<file path="src/rtl/assert_macros.svh">
// ----------------------------------------------------------------------------
// assertion macros
// shared concurrent assertion shorthands, sampled on clk, off during reset
// ----------------------------------------------------------------------------
`ifndef ASSERT_MACROS_SVH
`define ASSERT_MACROS_SVH

// property must hold at every rising edge outside reset
`define ASSERT_ALWAYS(label, prop, msg) \
	label: assert property (@(posedge clk) disable iff (!arst_n) (prop)) else $error(msg);

// consequent must hold in the same cycle as the antecedent
`define ASSERT_IMPL(label, ante, cons, msg) \
	label: assert property (@(posedge clk) disable iff (!arst_n) (ante) |-> (cons)) \
		else $error(msg);

// consequent must hold in the cycle after the antecedent
`define ASSERT_NEXT(label, ante, cons, msg) \
	label: assert property (@(posedge clk) disable iff (!arst_n) (ante) |=> (cons)) \
		else $error(msg);

`endif

</file>
<file path="src/rtl/rfae_pkg.sv">
// ----------------------------------------------------------------------------
// rfae_pkg
// types, constants and microcode program of the rotor flux angle estimator
// ----------------------------------------------------------------------------
package rfae_pkg;

	// field widths
	localparam int CUR_W   = 16;
	localparam int SPD_W   = 24;
	localparam int ANG_W   = 16;
	localparam int K_W     = 16;
	localparam int THR_W   = 15;
	localparam int GAIN_W  = 24;
	localparam int CFG_W   = 24;
	localparam int CFG_AW  = 2;

	// divider: dividend is |K * iq| / 16, divisor is |id|
	localparam int NUM_W   = CUR_W + K_W - 1;
	localparam int DIV_BITS = NUM_W - 4;
	localparam int DCNT_W  = $clog2(DIV_BITS);
	localparam int PROD_W  = SPD_W + GAIN_W;

	// configuration register indexes
	localparam logic [CFG_AW-1:0] REG_INV_TR   = 2'd0;
	localparam logic [CFG_AW-1:0] REG_ID_MIN   = 2'd1;
	localparam logic [CFG_AW-1:0] REG_SLIP_GAIN = 2'd2;

	// reset values
	localparam logic [K_W-1:0]    INV_TR_RST   = 16'd256;
	localparam logic [THR_W-1:0]  ID_MIN_RST   = 15'd64;
	localparam logic [GAIN_W-1:0] SLIP_GAIN_RST = 24'd1024;

	// saturation limits
	localparam logic [SPD_W-1:0] SPD_MAX = {1'b0, {(SPD_W-1){1'b1}}};
	localparam logic [SPD_W-1:0] SPD_MIN = {1'b1, {(SPD_W-1){1'b0}}};

	// program addresses
	localparam int PC_W = 3;
	localparam logic [PC_W-1:0] PC_WAIT  = 3'd0;
	localparam logic [PC_W-1:0] PC_CHECK = 3'd1;
	localparam logic [PC_W-1:0] PC_DINIT = 3'd2;
	localparam logic [PC_W-1:0] PC_DSTEP = 3'd3;
	localparam logic [PC_W-1:0] PC_SLIP  = 3'd4;
	localparam logic [PC_W-1:0] PC_SPEED = 3'd5;
	localparam logic [PC_W-1:0] PC_ANGLE = 3'd6;
	localparam logic [PC_W-1:0] PC_OUT   = 3'd7;

	// jump conditions
	typedef logic [2:0] jump_t;
	localparam jump_t JC_NEXT     = 3'd0;
	localparam jump_t JC_NO_INPUT = 3'd1;
	localparam jump_t JC_SMALL_ID = 3'd2;
	localparam jump_t JC_DIV_BUSY = 3'd3;
	localparam jump_t JC_OUT_BUSY = 3'd4;

	// one control word
	typedef struct packed {
		logic            accept;
		logic            mul_num;
		logic            div_init;
		logic            div_step;
		logic            slip_upd;
		logic            speed_mul;
		logic            angle_upd;
		logic            out_load;
		jump_t           cond;
		logic [PC_W-1:0] target;
	} uop_t;

	localparam uop_t UOP_NOP = '{default: '0};

	// program rom
	function automatic uop_t ucode(input logic [PC_W-1:0] pc);
		uop_t u;
		u = UOP_NOP;
		unique case (pc)
			PC_WAIT: begin
				u.accept = 1'b1;
				u.cond   = JC_NO_INPUT;
				u.target = PC_WAIT;
			end
			PC_CHECK: begin
				u.mul_num = 1'b1;
				u.cond    = JC_SMALL_ID;
				u.target  = PC_SPEED;
			end
			PC_DINIT: u.div_init = 1'b1;
			PC_DSTEP: begin
				u.div_step = 1'b1;
				u.cond     = JC_DIV_BUSY;
				u.target   = PC_DSTEP;
			end
			PC_SLIP:  u.slip_upd = 1'b1;
			PC_SPEED: u.speed_mul = 1'b1;
			PC_ANGLE: u.angle_upd = 1'b1;
			PC_OUT: begin
				u.out_load = 1'b1;
				u.cond     = JC_OUT_BUSY;
				u.target   = PC_OUT;
			end
			default: u = UOP_NOP;
		endcase
		return u;
	endfunction

endpackage

</file>
<file path="src/rtl/rotor_flux_angle_estimator_core.sv">
// ----------------------------------------------------------------------------
// rotor_flux_angle_estimator_core
// slip speed, flux speed and flux angle from current references and rotor data
// ----------------------------------------------------------------------------
// One input beat gives one output beat; the next beat is accepted only in
// the wait step. A small microcoded program steps a plain datapath: with
// |id| above the threshold the restoring divider for iq/id takes one quotient
// bit per cycle for its 27 quotient bits; with |id| at or below the threshold
// the held slip speed is reused and the divider is skipped. The result sits in
// an output register; a stalled output holds the sequencer in its last step.
module rotor_flux_angle_estimator_core
	import rfae_pkg::*;
(
	input  logic                     clk,
	input  logic                     arst_n,
	// configuration
	input  logic                     cfg_we,
	input  logic [CFG_AW-1:0]        cfg_index,
	input  logic [CFG_W-1:0]         cfg_data,
	// input channel
	input  logic                     in_valid,
	output logic                     in_ready,
	input  logic signed [CUR_W-1:0]  iq_ref,
	input  logic signed [CUR_W-1:0]  id_ref,
	input  logic signed [SPD_W-1:0]  rotor_speed,
	input  logic [ANG_W-1:0]         rotor_angle,
	// output channel
	output logic                     out_valid,
	input  logic                     out_ready,
	output logic signed [SPD_W-1:0]  slip_speed,
	output logic signed [SPD_W-1:0]  flux_speed,
	output logic [ANG_W-1:0]         flux_angle
);

	// configuration registers
	logic [K_W-1:0]    inv_tr_q;
	logic [THR_W-1:0]  id_min_q;
	logic [GAIN_W-1:0] gain_q;

	// sequencer
	logic [PC_W-1:0] pc_q;
	uop_t            uop;
	logic            take_jump;
	logic            out_free;

	// captured item
	logic signed [CUR_W-1:0] iq_q;
	logic signed [CUR_W-1:0] id_q;
	logic signed [SPD_W-1:0] wr_q;
	logic [ANG_W-1:0]        ang_q;

	// datapath
	logic [CUR_W-1:0]   abs_iq;
	logic [CUR_W-1:0]   abs_id;
	logic               small_id;
	logic [NUM_W-1:0]   num_q;
	logic               qneg_q;
	logic [DIV_BITS-1:0] dvd_q;
	logic [CUR_W-1:0]   rem_q;
	logic [DCNT_W-1:0]  div_cnt_q;
	logic [CUR_W:0]     trial;
	logic [CUR_W:0]     trial_diff;
	logic signed [SPD_W-1:0] slip_sat;
	logic signed [SPD_W-1:0] held_q;
	logic signed [SPD_W:0]   speed_sum;
	logic signed [SPD_W-1:0] flux_speed_q;
	logic [SPD_W-1:0]   held_mag;
	logic [PROD_W-1:0]  prod_q;
	logic [PROD_W-1:0]  prod_rnd;
	logic [ANG_W-1:0]   slip_ang;
	logic [ANG_W-1:0]   acc_q;
	logic [ANG_W-1:0]   last_ang_q;

	// configuration writes, unknown index ignored
	always_ff @(posedge clk or negedge arst_n) begin
		if (!arst_n) begin
			inv_tr_q <= INV_TR_RST;
			id_min_q <= ID_MIN_RST;
			gain_q   <= SLIP_GAIN_RST;
		end else if (cfg_we) begin
			unique case (cfg_index)
				REG_INV_TR:    inv_tr_q <= cfg_data[K_W-1:0];
				REG_ID_MIN:    id_min_q <= cfg_data[THR_W-1:0];
				REG_SLIP_GAIN: gain_q   <= cfg_data[GAIN_W-1:0];
				default: ;
			endcase
		end
	end

	// control word and branch decision
	assign uop      = ucode(pc_q);
	assign out_free = !out_valid || out_ready;
	assign in_ready = uop.accept;

	always_comb begin
		unique case (uop.cond)
			JC_NO_INPUT: take_jump = !in_valid;
			JC_SMALL_ID: take_jump = small_id;
			JC_DIV_BUSY: take_jump = (div_cnt_q != DCNT_W'(DIV_BITS - 1));
			JC_OUT_BUSY: take_jump = !out_free;
			default:     take_jump = 1'b0;
		endcase
	end

	always_ff @(posedge clk or negedge arst_n) begin
		if (!arst_n) begin
			pc_q <= PC_WAIT;
		end else if (take_jump) begin
			pc_q <= uop.target;
		end else begin
			pc_q <= pc_q + PC_W'(1);
		end
	end

	// capture input beat
	always_ff @(posedge clk) begin
		if (uop.accept && in_valid) begin
			iq_q  <= iq_ref;
			id_q  <= id_ref;
			wr_q  <= rotor_speed;
			ang_q <= rotor_angle;
		end
	end

	// magnitudes and threshold test
	assign abs_iq   = iq_q[CUR_W-1] ? CUR_W'(-iq_q) : CUR_W'(iq_q);
	assign abs_id   = id_q[CUR_W-1] ? CUR_W'(-id_q) : CUR_W'(id_q);
	assign small_id = (abs_id <= {1'b0, id_min_q});

	// numerator magnitude |K * iq|
	always_ff @(posedge clk) begin
		if (uop.mul_num) begin
			num_q  <= NUM_W'(abs_iq) * NUM_W'(inv_tr_q);
			qneg_q <= iq_q[CUR_W-1] ^ id_q[CUR_W-1];
		end
	end

	// restoring divider, one quotient bit per cycle
	assign trial      = {rem_q, dvd_q[DIV_BITS-1]};
	assign trial_diff = trial - {1'b0, abs_id};

	always_ff @(posedge clk) begin
		if (uop.div_init) begin
			dvd_q     <= num_q[NUM_W-1:4];
			rem_q     <= '0;
			div_cnt_q <= '0;
		end else if (uop.div_step) begin
			div_cnt_q <= div_cnt_q + DCNT_W'(1);
			if (!trial_diff[CUR_W]) begin
				rem_q <= trial_diff[CUR_W-1:0];
				dvd_q <= {dvd_q[DIV_BITS-2:0], 1'b1};
			end else begin
				rem_q <= trial[CUR_W-1:0];
				dvd_q <= {dvd_q[DIV_BITS-2:0], 1'b0};
			end
		end
	end

	// signed quotient saturated to the speed range
	always_comb begin
		if (qneg_q) begin
			if (dvd_q > DIV_BITS'(SPD_MIN)) slip_sat = SPD_MIN;
			else                             slip_sat = SPD_W'(-dvd_q);
		end else begin
			if (dvd_q > DIV_BITS'(SPD_MAX)) slip_sat = SPD_MAX;
			else                             slip_sat = SPD_W'(dvd_q);
		end
	end

	// flux speed and slip angle product
	assign speed_sum = {wr_q[SPD_W-1], wr_q} + {held_q[SPD_W-1], held_q};
	assign held_mag  = held_q[SPD_W-1] ? SPD_W'(-held_q) : SPD_W'(held_q);

	always_ff @(posedge clk) begin
		if (uop.speed_mul) begin
			prod_q <= PROD_W'(held_mag) * PROD_W'(gain_q);
			if (speed_sum[SPD_W] != speed_sum[SPD_W-1]) begin
				flux_speed_q <= speed_sum[SPD_W] ? SPD_MIN : SPD_MAX;
			end else begin
				flux_speed_q <= speed_sum[SPD_W-1:0];
			end
		end
	end

	// rounded slip angle, sign applied modulo one turn
	assign prod_rnd = prod_q + (PROD_W'(1) << (GAIN_W - 1));
	assign slip_ang = held_q[SPD_W-1] ? ANG_W'(-prod_rnd[GAIN_W +: ANG_W])
	                                  : prod_rnd[GAIN_W +: ANG_W];

	// persistent state
	always_ff @(posedge clk or negedge arst_n) begin
		if (!arst_n) begin
			held_q     <= '0;
			acc_q      <= '0;
			last_ang_q <= '0;
		end else begin
			if (uop.slip_upd) begin
				held_q <= slip_sat;
			end
			if (uop.angle_upd) begin
				acc_q      <= acc_q - slip_ang + ang_q - last_ang_q;
				last_ang_q <= ang_q;
			end
		end
	end

	// output register
	always_ff @(posedge clk or negedge arst_n) begin
		if (!arst_n) begin
			out_valid <= 1'b0;
		end else if (uop.out_load && out_free) begin
			out_valid <= 1'b1;
		end else if (out_ready) begin
			out_valid <= 1'b0;
		end
	end

	always_ff @(posedge clk) begin
		if (uop.out_load && out_free) begin
			slip_speed <= held_q;
			flux_speed <= flux_speed_q;
			flux_angle <= acc_q;
		end
	end

	// checks
	`include "assert_macros.svh"

	`ASSERT_IMPL(a_out_from_prog, $rose(out_valid), $past(pc_q) == PC_OUT, "stray result")
	`ASSERT_NEXT(a_one_accept, in_valid && in_ready, !in_ready, "second beat accepted while busy")
	`ASSERT_NEXT(a_hold_small_id, pc_q == PC_CHECK && small_id, $stable(held_q), "slip moved")
	`ASSERT_IMPL(a_div_count, pc_q == PC_DSTEP, div_cnt_q < DCNT_W'(DIV_BITS), "divider overrun")
	`ASSERT_ALWAYS(a_ready_idle, in_ready == (pc_q == PC_WAIT), "ready outside wait step")

endmodule
</file>
<file path="config.mk">
export PLATFORM = sky130hd
export DESIGN_NAME = rotor_flux_angle_estimator_core
export DESIGN_NICKNAME = d
export VERILOG_FILES = /design/src/rtl/rfae_pkg.sv /design/src/rtl/rotor_flux_angle_estimator_core.sv
export VERILOG_INCLUDE_DIRS = /design/src /design/src/rtl
export SDC_FILE = /design/constraint.sdc
export NUM_CORES = 2
export LEC_CHECK = 0
export BUFFER_PORTS_ARGS = -buffer_cell sky130_fd_sc_hd__buf_2
export CAP_MARGIN = 20
export CORE_MARGIN = 10
export CORE_UTILIZATION = 60
export CTS_CLUSTER_SIZE = 20
export DETAILED_ROUTE_END_ITERATION = 8
export PLACE_DENSITY = 0.78
export SLEW_MARGIN = 5
export SYNTH_ARGS = -nofsm -noshare
export SYNTH_HDL_FRONTEND = slang
export SYNTH_SLANG_ARGS = --single-unit
</file>
<file path="constraint.sdc">
create_clock -name clk -period 10.18 [get_ports clk]
set_input_delay 0.509 -clock clk [delete_from_list [all_inputs] [get_ports clk]]
set_output_delay 0.509 -clock clk [all_outputs]
set_load 0.1 [all_outputs]
</file>
==> metrics.txt <==
# TYPE chip_impl_metric gauge
chip_impl_info{name="run_status",value="finished clean"} 1
chip_impl_metric{name="core_region_area",unit="mm²"} 0.0728
chip_impl_metric{name="async_flop_share",unit=""} 0.313
chip_impl_metric{name="cells_after_synth",unit=""} 4516
chip_impl_metric{name="grt_overflow_total",unit=""} 0
chip_impl_info{name="most_used_cell_cp",value="sky130_fd_sc_hd__fa_1"} 1
chip_impl_info{name="r2r_start",value="held_q[1]$_DFFE_PN0N_"} 1
chip_impl_metric{name="cts-root-to-sink-buffers",unit=""} 3
chip_impl_metric{name="floorplan.initialDensity",unit=""} 0.605
chip_impl_metric{name="first_iter_violations",unit=""} 2346
chip_impl_info{name="layout.cells.most_common",value="sky130_fd_sc_hd__inv_1"} 1
chip_impl_metric{name="routed-via-count",unit=""} 31200
chip_impl_metric{name="grt_pass1_wl",unit="µm"} 174000
chip_impl_metric{name="number_of_buffers_created_by_cts",unit=""} 44
chip_impl_metric{name="design.die.area",unit="mm²"} 0.0846
chip_impl_metric{name="layout_min_cycle_time",unit="ns"} 8.88
chip_impl_metric{name="via_per_inst",unit=""} 5.58
chip_impl_metric{name="post-cts-setup-buffer-count",unit=""} 0
chip_impl_metric{name="later_pin_clock_latency_in_the_skew_report",unit="ns"} 0.60
chip_impl_metric{name="drt-total-wl",unit="µm"} 104000
chip_impl_metric{name="numPlacedInstances",unit=""} 5503
chip_impl_metric{name="number_of_buffers_inserted_by_hold_repair_at_cts",unit=""} 1
chip_impl_metric{name="min_period_over_period",unit=""} 0.872
chip_impl_metric{name="area.growth.synth_to_final",unit="%"} 8.03
chip_impl_metric{name="synth_sequential_area_ratio",unit=""} 0.233
chip_impl_metric{name="syn_area_per_cell",unit="µm²"} 9.75
chip_impl_info{name="critical-path-slowest-cell",value="sky130_fd_sc_hd__fa_1"} 1
chip_impl_info{name="timing.critical_path.to_type",value="register"} 1
chip_impl_metric{name="remaining_drcs",unit=""} 0
chip_impl_metric{name="port_buffers",unit=""} 168
chip_impl_metric{name="cp.required",unit="ns"} 10.51
chip_impl_metric{name="critical_path_peak_fanout",unit=""} 24
chip_impl_info{name="cpLargestDelayFamily",value="adder cells"} 1
chip_impl_metric{name="initial_antenna_violation_count",unit=""} 1
chip_impl_metric{name="grt_max_degree",unit=""} 72
chip_impl_metric{name="globalplace.congestion",unit=""} 0.923
chip_impl_metric{name="htreeDepth",unit=""} 2
chip_impl_info{name="critPathLaunch",value="held_q[1]$_DFFE_PN0N_"} 1
chip_impl_info{name="grt_setup_unrepaired",value="false"} 1
chip_impl_metric{name="synth_edf_count",unit=""} 232
chip_impl_metric{name="slew_viol_final",unit=""} 0
chip_impl_info{name="element_type_at_the_critical_path_start",value="register"} 1
chip_impl_metric{name="die_y",unit="µm"} 291
chip_impl_metric{name="maxCapViolations",unit=""} 0
chip_impl_info{name="cts_tree",value="yes"} 1
chip_impl_metric{name="first_global_vias",unit=""} 33200
chip_impl_metric{name="synthesis.nets",unit=""} 5610
chip_impl_metric{name="drt.antenna.violating_nets",unit=""} 0
chip_impl_metric{name="multiInputGateArea",unit="mm²"} 0.0298
chip_impl_info{name="layout.cells.most_common_list",value="897 x sky130_fd_sc_hd__inv_1, 680 x sky130_fd_sc_hd__fa_1, 601 x sky130_fd_sc_hd__nand2_1, 415 x sky130_fd_sc_hd__and2_1, 311 x sky130_fd_sc_hd__ha_1"} 1
chip_impl_metric{name="hold_viol_final",unit=""} 0
chip_impl_metric{name="cts.reportedPaths.clkPinSlew",unit="ns"} 0.06
chip_impl_metric{name="worstMarginPinSlew",unit="ns"} 1.14
chip_impl_metric{name="antenna-diode-count",unit=""} 0
chip_impl_info{name="hp-start",value="id_ref[7]"} 1
chip_impl_metric{name="finish.net_count",unit=""} 5691
chip_impl_metric{name="synth_seq_cells",unit=""} 368
chip_impl_metric{name="final_cell_count_no_fill",unit=""} 5592
chip_impl_metric{name="synthesis.area",unit="mm²"} 0.0440
chip_impl_info{name="clk_tree_root_cell",value="sky130_fd_sc_hd__clkbuf_16"} 1
chip_impl_metric{name="avgRoutedWirePerCell",unit="µm"} 18.7
chip_impl_metric{name="max_clock_freq",unit="MHz"} 113
chip_impl_metric{name="setup_total_negative_slack",unit="ns"} 0
chip_impl_metric{name="fp.dieW",unit="µm"} 291
chip_impl_metric{name="critical_path.n_buffers_inverters",unit=""} 5
chip_impl_metric{name="grt.total_usage",unit=""} 0.252
chip_impl_info{name="most_frequently_used_flop_master_after_synthesis",value="sky130_fd_sc_hd__edfxtp_1"} 1
chip_impl_metric{name="fillerInstances",unit=""} 5646
chip_impl_info{name="critical_path_class",value="register to register"} 1
chip_impl_metric{name="cpPeakStageDelay",unit="ns"} 0.56
chip_impl_metric{name="detailedPlacementHpwl",unit="µm"} 80700
chip_impl_metric{name="critPathArrivalTime",unit="ns"} 9.21
chip_impl_metric{name="ioPinCount",unit=""} 169
chip_impl_metric{name="worst_clock_skew",unit="ns"} 0.0318
chip_impl_metric{name="postCtsResizedCells",unit=""} 0
chip_impl_metric{name="fraction_of_final_layout_cells_sized_beyond_drive_strength_1",unit=""} 0.0874
chip_impl_metric{name="slew_headroom",unit=""} 0.237
chip_impl_metric{name="clock_sinks",unit=""} 368
chip_impl_metric{name="setup_viol",unit=""} 0
chip_impl_metric{name="drt_first_pass_iters",unit=""} 6
chip_impl_metric{name="synth.distinct_cells",unit=""} 87
chip_impl_metric{name="ys.warnings.count",unit=""} 0
chip_impl_metric{name="worst_r2r_setup_slack",unit="ns"} 1.30
chip_impl_info{name="holdCritPathClass",value="input pin to register"} 1
chip_impl_metric{name="final.hold.worst_slack",unit="ns"} 0.0808
chip_impl_metric{name="final-seq-area",unit="mm²"} 0.0103
chip_impl_metric{name="std_cell_rows",unit=""} 99
## final timing paths
path | cells after the start | end
hold reg to reg | 0 | flux_speed[21]$_DFFE_PP_
hold / removal | 1 | id_q[7]$_DFFE_PP_
setup / recovery | 28 | prod_q[39]$_DFFE_PN_
min in group asynchronous | 2 | acc_q[9]$_DFFE_PN0N_
setup reg to reg | 28 | prod_q[39]$_DFFE_PN_
max in group asynchronous | 3 | inv_tr_q[13]$_DFFE_PN0P_
## cells in the mapped netlist (34+ instances only)
master / number / share of area
sky130_fd_sc_hd__clkbuf_1: 175 / 0.015
sky130_fd_sc_hd__dfrtp_1: 112 / 0.064
sky130_fd_sc_hd__and2_1: 418 / 0.059
sky130_fd_sc_hd__nand3_1: 34 / 0.0039
sky130_fd_sc_hd__o21ai_0: 122 / 0.014
sky130_fd_sc_hd__a21o_1: 41 / 0.0070
sky130_fd_sc_hd__a21oi_1: 99 / 0.011
sky130_fd_sc_hd__xor2_1: 50 / 0.0099
sky130_fd_sc_hd__fa_1: 680 / 0.31
sky130_fd_sc_hd__edfxtp_1: 232 / 0.16
sky130_fd_sc_hd__nand2_1: 602 / 0.051
sky130_fd_sc_hd__inv_1: 897 / 0.076
sky130_fd_sc_hd__ha_1: 311 / 0.088
sky130_fd_sc_hd__mux2_2: 61 / 0.016
sky130_fd_sc_hd__nor3_1: 38 / 0.0043
sky130_fd_sc_hd__xnor2_1: 148 / 0.029
sky130_fd_sc_hd__nor2_1: 89 / 0.0076
## logic make-up (layout without fill, tap and decap cells)
group	after synthesis	count (layout)	synth area share
fa+ha+maj	995	995	0.398
buf+inv	1086	1203	0.0930
xor+xnor	199	199	0.0397
simple gates	1356	1356	0.155
compound gates	435	435	0.0618
flops	368	368	0.233
mux	77	77	0.0193
## layer usage
| metal | GRT usage | wire length, µm |
|---|---|---|
| met5 | 0 | 0 |
| met4 | 0.0902 | 3600 |
| met3 | 0.0430 | 8350 |
| met2 | 0.416 | 49800 |
| met1 | 0.330 | 42500 |
## layout make-up
type / count / share of cell area
multi-input combinational: 3062 / 0.627
clock inverter: 22 / 0.00707
clock buffer: 60 / 0.0259
sequential: 368 / 0.216
inverter: 897 / 0.0708
tap: 959 / 0.0252
timing repair buffer: 224 / 0.0281
## metrics by stage
| step | setup slack, ns | util | area [µm²] |
|---|---|---|---|
| after floorplan | 2.32 | - | 44000 |
| after global placement | 1.45 | 0.630 | 45900 |
| after detailed placement | 1.31 | 0.630 | 45900 |
| after CTS | 1.24 | 0.652 | 47500 |
| after global routing | 0.856 | 0.653 | 47600 |
| final | 1.30 | 0.653 | 47600 |
## worst register-to-register path: cells and delay by family, from the launching register on
family                     cells  cell delay [ns]
and+or+nand+nor                5             1.24
AOI/OAI and AO/OA              7             1.98
buffers and inverters          5             0.35
adders and majority gates      9             4.10
xor gates and xnor gates       2             0.54
DFF                            1             0.43
## state kept, by name (all words and copies together) (netlist names)
register,count
id_min_q,15
ang_q,16
held_q,24
rem_q,16
out_valid,1
gain_q,24
flux_speed,24
div_cnt_q,5
flux_angle,16
flux_speed_q,24
last_ang_q,16
pc_q,3
slip_speed,24
num_q,27
acc_q,16
prod_q,17
dvd_q,27
wr_q,24
qneg_q,1
inv_tr_q,16
id_q,16
iq_q,16
Power is left out: the tool's default activity adds up to more than one toggle a clock period on the data nets, which glitch-free logic cannot reach.
